File: src/gvf_pkg.sv
// shared constants and types of the gesture vote filter
`default_nettype none

package gvf_pkg;

   localparam int VERDICT_W  = 4;
   localparam int CFG_IDX_W  = 2;
   localparam int CFG_DATA_W = 8;
   localparam int LEAD_OUT_W = 8;

   localparam logic [CFG_IDX_W-1:0] REG_NEUTRAL   = 2'd0;
   localparam logic [CFG_IDX_W-1:0] REG_TOLERANCE = 2'd1;
   localparam logic [CFG_IDX_W-1:0] REG_MAX_COUNT = 2'd2;

   typedef struct packed {
      logic                 upd;
      logic                 neutral;
      logic [VERDICT_W-1:0] verdict;
   } cell_ctrl_type;

endpackage

`default_nettype wire

File: src/gvf_ifs.sv
// channel interfaces of the gesture vote filter
`default_nettype none

interface gvf_req_if;
   logic                          valid;
   logic                          ready;
   logic [gvf_pkg::VERDICT_W-1:0] verdict_class;
   modport source (output valid, output verdict_class, input ready);
   modport sink (input valid, input verdict_class, output ready);
endinterface

interface gvf_rsp_if;
   logic                           valid;
   logic                           ready;
   logic                           new_command;
   logic [gvf_pkg::VERDICT_W-1:0]  command_class;
   logic [gvf_pkg::LEAD_OUT_W-1:0] leader_count;
   modport source (output valid, output new_command, output command_class,
                   output leader_count, input ready);
   modport sink (input valid, input new_command, input command_class,
                 input leader_count, output ready);
endinterface

interface gvf_csr_if;
   logic                           valid;
   logic                           ready;
   logic [gvf_pkg::CFG_IDX_W-1:0]  index;
   logic [gvf_pkg::CFG_DATA_W-1:0] data;
   modport source (output valid, output index, output data, input ready);
   modport sink (input valid, input index, input data, output ready);
endinterface

`default_nettype wire

File: src/gvf_cell.sv
// one class cell: vote counter, seen bit and one stage of the leader chain
`default_nettype none

module gvf_cell #(
   parameter int INDEX       = 0,
   parameter int CLS_W       = 4,
   parameter int COUNT_WIDTH = 8
) (
   input  wire                                 clock,
   input  wire                                 reset,
   input  gvf_pkg::cell_ctrl_type              ctrl,
   input  wire  [gvf_pkg::CFG_DATA_W-1:0]      max_count,
   input  wire                                 tok_in_valid,
   input  wire  [CLS_W-1:0]                    tok_in_idx,
   input  wire  [COUNT_WIDTH-1:0]              tok_in_cnt,
   output logic                                tok_out_valid,
   output logic [CLS_W-1:0]                    tok_out_idx,
   output logic [COUNT_WIDTH-1:0]              tok_out_cnt
);
   import gvf_pkg::*;

   logic [COUNT_WIDTH-1:0] count_ff, count_in;
   logic                   seen_ff, seen_in;
   logic                   tok_valid_ff, tok_valid_in;
   logic [CLS_W-1:0]       tok_idx_ff, tok_idx_in;
   logic [COUNT_WIDTH-1:0] tok_cnt_ff, tok_cnt_in;
   logic [COUNT_WIDTH-1:0] base;
   logic                   sel;
   logic                   take;

   assign sel  = (32'(ctrl.verdict) == INDEX);
   assign base = seen_ff ? count_ff : COUNT_WIDTH'(1);

   always_comb begin
      count_in = count_ff;
      seen_in  = seen_ff;
      if (ctrl.upd) begin
         if (ctrl.neutral) begin
            if (count_ff != '0) count_in = count_ff - COUNT_WIDTH'(1);
         end else if (sel) begin
            seen_in = 1'b1;
            if ((32'(base) < 32'(max_count)) && (base != '1))
               count_in = base + COUNT_WIDTH'(1);
            else
               count_in = base;
         end else if (seen_ff && (count_ff != '0)) begin
            count_in = count_ff - COUNT_WIDTH'(1);
         end
      end
   end

   // leader so far: first seen class along the chain (lowest index), replaced only by a strictly greater count
   assign take         = seen_ff && (!tok_in_valid || (count_ff > tok_in_cnt));
   assign tok_valid_in = tok_in_valid || seen_ff;
   assign tok_idx_in   = take ? CLS_W'(INDEX) : tok_in_idx;
   assign tok_cnt_in   = take ? count_ff : tok_in_cnt;

   always_ff @(posedge clock) begin
      if (reset) begin
         count_ff     <= '0;
         seen_ff      <= 1'b0;
         tok_valid_ff <= 1'b0;
      end else begin
         count_ff     <= count_in;
         seen_ff      <= seen_in;
         tok_valid_ff <= tok_valid_in;
      end
      tok_idx_ff <= tok_idx_in;
      tok_cnt_ff <= tok_cnt_in;
   end

   assign tok_out_valid = tok_valid_ff;
   assign tok_out_idx   = tok_idx_ff;
   assign tok_out_cnt   = tok_cnt_ff;

endmodule

`default_nettype wire

File: src/gesture_vote_filter.sv
// gesture vote filter top level: control, configuration and the cell chain
`default_nettype none

// Takes one classifier verdict per beat and returns one result beat. For a voted
// verdict all counters update at once, then the leader search walks the cell
// chain one cell per cycle, then the result is registered once the result
// register is free or its beat is being taken. The input reopens as the result
// is registered. A neutral verdict updates the counters and then registers its
// result; a verdict outside the class range goes straight to registering its
// result. One verdict is in work at a time; the result register lets the next
// verdict enter while the previous result waits. Configuration writes are taken
// in every cycle.
module gesture_vote_filter #(
   parameter int NUM_CLASSES = 16,
   parameter int COUNT_WIDTH = 8
) (
   input wire        clock,
   input wire        reset,
   gvf_req_if.sink   req_chan,
   gvf_rsp_if.source rsp_chan,
   gvf_csr_if.sink   csr_chan
);
   import gvf_pkg::*;

   localparam int CLS_W = (NUM_CLASSES > 1) ? $clog2(NUM_CLASSES) : 1;

   localparam logic [1:0] ST_IDLE = 2'd0;
   localparam logic [1:0] ST_UPD  = 2'd1;
   localparam logic [1:0] ST_SCAN = 2'd2;
   localparam logic [1:0] ST_FIN  = 2'd3;

   logic [1:0]             state_ff, state_in;
   logic [CLS_W-1:0]       scan_ff, scan_in;
   logic [VERDICT_W-1:0]   verdict_ff, verdict_in;
   logic                   neutral_ff, neutral_in;
   logic                   skip_ff, skip_in;

   logic [VERDICT_W-1:0]   neutral_class_ff, neutral_class_in;
   logic [CFG_DATA_W-1:0]  tolerance_ff, tolerance_in;
   logic [CFG_DATA_W-1:0]  max_count_ff, max_count_in;

   logic [CLS_W-1:0]       last_ff, last_in;
   logic                   last_valid_ff, last_valid_in;

   logic                   rsp_valid_ff, rsp_valid_in;
   logic                   new_cmd_ff, new_cmd_in;
   logic [VERDICT_W-1:0]   cmd_class_ff, cmd_class_in;
   logic [LEAD_OUT_W-1:0]  lead_out_ff, lead_out_in;

   logic                   req_fire;
   logic                   load;
   logic                   report;
   cell_ctrl_type          ctrl;

   logic                   tok_valid [NUM_CLASSES+1];
   logic [CLS_W-1:0]       tok_idx   [NUM_CLASSES+1];
   logic [COUNT_WIDTH-1:0] tok_cnt   [NUM_CLASSES+1];

   assign req_chan.ready = (state_ff == ST_IDLE);
   assign req_fire       = req_chan.valid && req_chan.ready;
   assign csr_chan.ready = 1'b1;

   assign ctrl.upd     = (state_ff == ST_UPD);
   assign ctrl.neutral = neutral_ff;
   assign ctrl.verdict = verdict_ff;

   assign tok_valid[0] = 1'b0;
   assign tok_idx[0]   = '0;
   assign tok_cnt[0]   = '0;

   for (genvar g = 0; g < NUM_CLASSES; g++) begin : g_cell
      gvf_cell #(
         .INDEX       (g),
         .CLS_W       (CLS_W),
         .COUNT_WIDTH (COUNT_WIDTH)
      ) u_cell (
         .clock         (clock),
         .reset         (reset),
         .ctrl          (ctrl),
         .max_count     (max_count_ff),
         .tok_in_valid  (tok_valid[g]),
         .tok_in_idx    (tok_idx[g]),
         .tok_in_cnt    (tok_cnt[g]),
         .tok_out_valid (tok_valid[g+1]),
         .tok_out_idx   (tok_idx[g+1]),
         .tok_out_cnt   (tok_cnt[g+1])
      );
   end

   always_comb begin
      state_in   = state_ff;
      scan_in    = scan_ff;
      verdict_in = verdict_ff;
      neutral_in = neutral_ff;
      skip_in    = skip_ff;
      load       = 1'b0;
      case (state_ff)
         ST_IDLE: begin
            if (req_fire) begin
               verdict_in = req_chan.verdict_class;
               neutral_in = (req_chan.verdict_class == neutral_class_ff);
               if (req_chan.verdict_class == neutral_class_ff) begin
                  skip_in  = 1'b1;
                  state_in = ST_UPD;
               end else if (32'(req_chan.verdict_class) >= NUM_CLASSES) begin
                  skip_in  = 1'b1;
                  state_in = ST_FIN;
               end else begin
                  skip_in  = 1'b0;
                  state_in = ST_UPD;
               end
            end
         end
         ST_UPD: begin
            scan_in  = '0;
            state_in = skip_ff ? ST_FIN : ST_SCAN;
         end
         ST_SCAN: begin
            scan_in = scan_ff + CLS_W'(1);
            if (scan_ff == CLS_W'(NUM_CLASSES - 1)) state_in = ST_FIN;
         end
         ST_FIN: begin
            if (!rsp_valid_ff || rsp_chan.ready) begin
               load     = 1'b1;
               state_in = ST_IDLE;
            end
         end
         default: state_in = ST_IDLE;
      endcase
   end

   assign report = !skip_ff && tok_valid[NUM_CLASSES]
                   && (32'(tok_cnt[NUM_CLASSES]) > 32'(tolerance_ff))
                   && (!last_valid_ff || (tok_idx[NUM_CLASSES] != last_ff));

   always_comb begin
      last_in       = last_ff;
      last_valid_in = last_valid_ff;
      new_cmd_in    = new_cmd_ff;
      cmd_class_in  = cmd_class_ff;
      lead_out_in   = lead_out_ff;
      rsp_valid_in  = rsp_valid_ff && !rsp_chan.ready;
      if (load) begin
         rsp_valid_in = 1'b1;
         new_cmd_in   = report;
         cmd_class_in = report ? VERDICT_W'(tok_idx[NUM_CLASSES]) : '0;
         lead_out_in  = skip_ff ? '0 : LEAD_OUT_W'(tok_cnt[NUM_CLASSES]);
         if (report) begin
            last_in       = tok_idx[NUM_CLASSES];
            last_valid_in = 1'b1;
         end
      end
   end

   always_comb begin
      neutral_class_in = neutral_class_ff;
      tolerance_in     = tolerance_ff;
      max_count_in     = max_count_ff;
      if (csr_chan.valid && csr_chan.ready) begin
         case (csr_chan.index)
            REG_NEUTRAL:   neutral_class_in = VERDICT_W'(csr_chan.data);
            REG_TOLERANCE: tolerance_in     = csr_chan.data;
            REG_MAX_COUNT: max_count_in     = csr_chan.data;
            default: ;
         endcase
      end
   end

   always_ff @(posedge clock) begin
      if (reset) begin
         state_ff         <= ST_IDLE;
         scan_ff          <= '0;
         skip_ff          <= 1'b0;
         neutral_ff       <= 1'b0;
         neutral_class_ff <= '0;
         tolerance_ff     <= CFG_DATA_W'(3);
         max_count_ff     <= CFG_DATA_W'(8);
         last_ff          <= '0;
         last_valid_ff    <= 1'b0;
         rsp_valid_ff     <= 1'b0;
      end else begin
         state_ff         <= state_in;
         scan_ff          <= scan_in;
         skip_ff          <= skip_in;
         neutral_ff       <= neutral_in;
         neutral_class_ff <= neutral_class_in;
         tolerance_ff     <= tolerance_in;
         max_count_ff     <= max_count_in;
         last_ff          <= last_in;
         last_valid_ff    <= last_valid_in;
         rsp_valid_ff     <= rsp_valid_in;
      end
      verdict_ff   <= verdict_in;
      new_cmd_ff   <= new_cmd_in;
      cmd_class_ff <= cmd_class_in;
      lead_out_ff  <= lead_out_in;
   end

   assign rsp_chan.valid         = rsp_valid_ff;
   assign rsp_chan.new_command   = new_cmd_ff;
   assign rsp_chan.command_class = cmd_class_ff;
   assign rsp_chan.leader_count  = lead_out_ff;

endmodule

`default_nettype wire

File: src/flat_wrapper.sv
// flat-port wrapper written by rule: the top's interface ports become plain ports
module gesture_vote_filter_flat import gvf_pkg::*;
#(
   parameter int NUM_CLASSES = 16,
   parameter int COUNT_WIDTH = 8
)
  (clock, reset, req_chan_valid, req_chan_verdict_class, req_chan_ready, rsp_chan_valid, rsp_chan_new_command, rsp_chan_command_class, rsp_chan_leader_count, rsp_chan_ready, csr_chan_valid, csr_chan_index, csr_chan_data, csr_chan_ready);
  gvf_req_if req_chan_i ();
  gvf_rsp_if rsp_chan_i ();
  gvf_csr_if csr_chan_i ();
  input wire clock;
  input wire reset;
  input wire logic [$bits(req_chan_i.valid)-1:0] req_chan_valid;
  input wire logic [$bits(req_chan_i.verdict_class)-1:0] req_chan_verdict_class;
  output wire logic [$bits(req_chan_i.ready)-1:0] req_chan_ready;
  output wire logic [$bits(rsp_chan_i.valid)-1:0] rsp_chan_valid;
  output wire logic [$bits(rsp_chan_i.new_command)-1:0] rsp_chan_new_command;
  output wire logic [$bits(rsp_chan_i.command_class)-1:0] rsp_chan_command_class;
  output wire logic [$bits(rsp_chan_i.leader_count)-1:0] rsp_chan_leader_count;
  input wire logic [$bits(rsp_chan_i.ready)-1:0] rsp_chan_ready;
  input wire logic [$bits(csr_chan_i.valid)-1:0] csr_chan_valid;
  input wire logic [$bits(csr_chan_i.index)-1:0] csr_chan_index;
  input wire logic [$bits(csr_chan_i.data)-1:0] csr_chan_data;
  output wire logic [$bits(csr_chan_i.ready)-1:0] csr_chan_ready;
  assign req_chan_i.valid = req_chan_valid;
  assign req_chan_i.verdict_class = req_chan_verdict_class;
  assign req_chan_ready = req_chan_i.ready;
  assign rsp_chan_valid = rsp_chan_i.valid;
  assign rsp_chan_new_command = rsp_chan_i.new_command;
  assign rsp_chan_command_class = rsp_chan_i.command_class;
  assign rsp_chan_leader_count = rsp_chan_i.leader_count;
  assign rsp_chan_i.ready = rsp_chan_ready;
  assign csr_chan_i.valid = csr_chan_valid;
  assign csr_chan_i.index = csr_chan_index;
  assign csr_chan_i.data = csr_chan_data;
  assign csr_chan_ready = csr_chan_i.ready;
  gesture_vote_filter #(.NUM_CLASSES(NUM_CLASSES), .COUNT_WIDTH(COUNT_WIDTH)) u_core (.clock(clock), .reset(reset), .req_chan(req_chan_i), .rsp_chan(rsp_chan_i), .csr_chan(csr_chan_i));
endmodule
File: config.mk
export PLATFORM = sky130hd
export DESIGN_NAME = gesture_vote_filter_flat
export DESIGN_NICKNAME = d
export VERILOG_FILES = /design/src/gvf_pkg.sv /design/src/gvf_ifs.sv /design/src/gvf_cell.sv /design/src/gesture_vote_filter.sv /design/src/flat_wrapper.sv
export SDC_FILE = /design/constraint.sdc
export NUM_CORES = 1
export LEC_CHECK = 0
export ABC_AREA = 1
export BUFFER_PORTS_ARGS = -buffer_cell sky130_fd_sc_hd__buf_4
export CELL_PAD_IN_SITES_DETAIL_PLACEMENT = 0
export CELL_PAD_IN_SITES_GLOBAL_PLACEMENT = 1
export CORE_MARGIN = 2
export CORE_UTILIZATION = 42
export DETAILED_ROUTE_END_ITERATION = 8
export MAX_ROUTING_LAYER = met4
export PLACE_DENSITY_LB_ADDON = 0.1
export SLEW_MARGIN = 30
export SYNTH_ARGS = -nofsm -noshare
export SYNTH_HDL_FRONTEND = slang
export SYNTH_SLANG_ARGS = --single-unit
File: constraint.sdc
create_clock -name clock -period 1.9 [get_ports clock]
set_input_delay 0.19 -clock clock [delete_from_list [all_inputs] [get_ports clock]]
set_output_delay 0.19 -clock clock [all_outputs]
set_load 0.1 [all_outputs]
==> reports/metrics.cfg <==
[synthesis]
ys_seq_elements = 387
synth.distinct_cells = 54
syn-num-nets = 4339
yosys_warnings = 0
synth.avg_cell_area_um2 = 6.69
synth_area_um2 = 27100
yosysSeqAreaShare_pct = 29.2
syn_inst = 4059

[grt]
grt_usage_pct = 26.7
antenna_found_initial = 0
grt_max_degree = 84
overflow = 0
grt_pass1_vias = 26100
grt_pass1_wl_um = 138000

[floorplan]
fp-row-count = 93
die_area_um2 = 66700
start_util_pct = 42.3
core_area_um2 = 64200
io_pins = 35
die_w_um = 258
die_h_um = 258

[final_layout]
utilization_pct = 58.3
fin_cells = 5624
final_common_cell = nand2_1
area_growth_pct = 37.9
drive_gt1_share_pct = 30.2
multi_input_area_um2 = 18300
regArea_um2 = 8050
insertedDiodeCount = 0
layout.nets = 5010
fill_cells = 6203
final_cell_mix = nand2_1 (933), buf_4 (597), inv_1 (506), nand3_1 (304), dfxtp_1 (289)

[clocking]
numCtsBuffers = 48
cts-root-buf = clkbuf_16
cts_buffer_depth = 3
htreeDepth = 2
cts_tree = done
cts_sinks = 387
clk_pin_slew_worst_paths_ps = 60
clock_latency_ps = 620

[timing]
setup_viol = 82
hold_violations = 0
finalCritPeriodShare_pct = 106
max_freq_mhz = 499
relSlewSlack_pct = 59.5
worstMarginPinSlew_ps = 607
final.setup.tns_ps = -3500
fin_worst_skew_ps = 28.0
hold_ws_ps = 65.6
timing.final.ws_setup_ps = -106
rsz0062_at_grt = true
finalCriticalPeriod_ps = 2010
slew_violations = 0

[setup_path]
cp_slowest_stage_delay_ps = 360
crit_path_cell_trace = inv_6, buf_12, buf_4, ha_4, a21oi_2, o21ai_1, nor2_2, buf_6, nand3_1, nand2_1, nand2_1, nand2_2, a21oi_2
regToRegSetupSlack_ps = -110
critPathBufInv = 4
critPathTopFamily = buffers and inverters
r2r_end = u_core.g_cell[4].u_cell.count_ff[2]$_SDFFE_PP0P_
rr_worst_depth = 13
cp.arrival_ps = 2500
end_kind = flop
critPathRequiredTime_ps = 2390
critPathKind = reg2reg
cp_max_fo = 6
slowest_stage = dfxtp_2
startpoint_type = flop
reg2reg_from = u_core.max_count_ff[7]$_SDFFE_PP0P_

[run_status]
violations = negative setup slack
status = finished, violations left

[drt]
route.met2.wl_um = 42200
wl_um = 89700
wl_met1_um = 41200
first_pass_iters = 6
avgViaCountPerCell = 4.94
via_count = 27800
drc_errors = 0
ant_nets = 0
wl_per_cell_um = 16.0
highest_layer = met4
first_iter_violations = 1540
met3_length_um = 3490

[pwr]
p_seq_share_pct = 34.1
leakagePower_uw = 0.0173
p_clk_share_pct = 37.3
p_int_uw = 17800
p_per_area_nw_per_um2 = 719
pwr-share-comb_pct = 28.6
p_sw_uw = 9090
totalPowerFinal_uw = 26900
switching_share_pct = 33.8
ir_drop_v = 0.000652

[worst_hold_path]
hold_start = csr_chan_valid
hold_path.class = in2reg
hold_end = u_core.tolerance_ff[1]$_SDFFE_PP1P_
worstHoldPathCells = 4

[run]
maxCapViolations = 0

[placed_design]
gp_congestion = 0.906
dpl.cell_count = 5443
dp_hpwl_um = 65900
port_buffers = 33

state kept, by name (all words and copies together), names as in the netlist, 2 cells and up:
register	count
u_core.g_cell.u_cell.tok_out_idx	49
u_core.g_cell.u_cell.tok_out_valid	16
u_core.g_cell.u_cell.count_ff	128
u_core.scan_ff	4
u_core.neutral_class_ff	4
u_core.g_cell.u_cell.tok_out_cnt	128
u_core.rsp_chan.command_class	4
u_core.tolerance_ff	8
u_core.max_count_ff	8
u_core.state_ff	2
u_core.g_cell.u_cell.seen_ff	16
u_core.rsp_chan.leader_count	8
u_core.last_ff	4
u_core.verdict_ff	4
repair_timing:
action,4_1_cts,5_1_grt
hold buffers,21,0
gates resized for setup,187,477
pin swaps,67,148
cloned,7,8
endpoints found under the setup margin,174,274
buffers inserted,20,37
endpoints found under the hold margin,27,0
per-stage QoR:
| stage | setup slack, ps | cell area [um^2] |
|---|---|---|
| floorplan | -80.1 | 27200 |
| global placement | -244 | 32600 |
| detailed placement | -259 | 32600 |
| CTS | -91.8 | 35400 |
| global route | -227 | 37400 |
| finish | -106 | 37400 |
Yosys cell counts (all sizes together):
| cell type | number | area [um^2] |
|---|---|---|
| nand2 | 1066 | 4250 |
| inv | 598 | 2250 |
| dfxtp | 370 | 7410 |
| nand3 | 358 | 1820 |
| o21ai | 339 | 1700 |
| nor2 | 338 | 1410 |
| a21oi | 312 | 1600 |
| ha | 261 | 3270 |
| xor2 | 99 | 867 |
| nor3 | 58 | 485 |
| buf | 57 | 392 |
| nand4 | 47 | 300 |
| clkbuf | 34 | 128 |
| edfxtp | 17 | 510 |
| or2 | 17 | 106 |
| o211ai | 16 | 120 |
| o21bai | 13 | 97.6 |
| xnor2 | 11 | 96.3 |
| a31oi | 9 | 105 |
| clkinv | 9 | 33.8 |
| and3 | 7 | 43.8 |
| nor4 | 4 | 25.0 |
| o221ai | 3 | 26.3 |
| a21o | 2 | 15.0 |
| and2 | 2 | 12.5 |
| o21a | 2 | 15.0 |
| o22ai | 2 | 12.5 |
| o31ai | 2 | 15.0 |
| a211oi | 1 | 7.51 |
| a21boi | 1 | 7.51 |
| a22oi | 1 | 7.51 |
| conb | 1 | 3.75 |
| nand3b | 1 | 7.51 |
| nor3b | 1 | 7.51 |
layer usage:
layer	vias to the layer above	GRT usage (%)
met3	143	2.61
met2	509	44.1
met1	12600	34.6
met4	0	8.14
met5	-	-
li1	14500	-
worst reg2reg max path, cell delays in order (launching register included):
cell and delay [ps]:
dfxtp_2 360, inv_6 70, buf_12 150, buf_4 160
ha_4 240, a21oi_2 100, o21ai_1 80, nor2_2 240
buf_6 150, nand3_1 70, nand2_1 60, nand2_1 60
nand2_2 80, a21oi_2 50
layout make-up:
| class | count | share of cell area [%] |
|---|---|---|
| Clock buffer | 56 | 3.37 |
| Clock inverter | 33 | 1.22 |
| Inverter | 607 | 6.22 |
| Multi-Input combinational cell | 2981 | 49.0 |
| Sequential cell | 387 | 21.5 |
| Tap cell | 855 | 2.86 |
| Timing Repair Buffer | 705 | 15.8 |
power by group through the flow:
stage / Clock [uW] / Sequential [uW] / Combinational (uW)
floorplan: 0 / 9460 / 4150
global placement: 0 / 9300 / 6900
detailed placement: 0 / 9300 / 6900
CTS: 10300 / 9140 / 7120
global route: 10500 / 9220 / 8560
finish: 10000 / 9170 / 7700
cells by family (layout without fill, tap and decap cells):
logic type      Yosys count  in the layout  share of synthesized area, %
fa+ha+maj               261            261                          12.0
simple gates           1899           1905                          31.2
compound gates          703            704                          13.7
flops                   387            387                          29.2
other cells               1              1                        0.0138
buf+inv                 698           1401                          10.3
xor+xnor                110            110                          3.55
worst max path at each step:
stage | from | to | slack, ps | depth (start not counted)
CTS | u_core.max_count_ff[5]$_SDFFE_PP0P_ | u_core.g_cell[2].u_cell.count_ff[2]$_SDFFE_PP0P_ | -90 | 11
global placement | u_core.g_cell[10].u_cell.seen_ff$_SDFFE_PP0P_ | u_core.g_cell[10].u_cell.count_ff[5]$_SDFFE_PP0P_ | -240 | 11
detailed placement | u_core.g_cell[10].u_cell.seen_ff$_SDFFE_PP0P_ | u_core.g_cell[10].u_cell.count_ff[4]$_SDFFE_PP0P_ | -260 | 11
global route | u_core.max_count_ff[6]$_SDFFE_PP0P_ | u_core.g_cell[13].u_cell.count_ff[5]$_SDFFE_PP0P_ | -230 | 13
finish | u_core.max_count_ff[7]$_SDFFE_PP0P_ | u_core.g_cell[4].u_cell.count_ff[2]$_SDFFE_PP0P_ | -110 | 13
floorplan | u_core.max_count_ff[7]$_SDFFE_PP0P_ | u_core.g_cell[7].u_cell.count_ff[0]$_SDFFE_PP0P_ | -80 | 10
No activity file was read; power rests on OpenSTA's default activity.
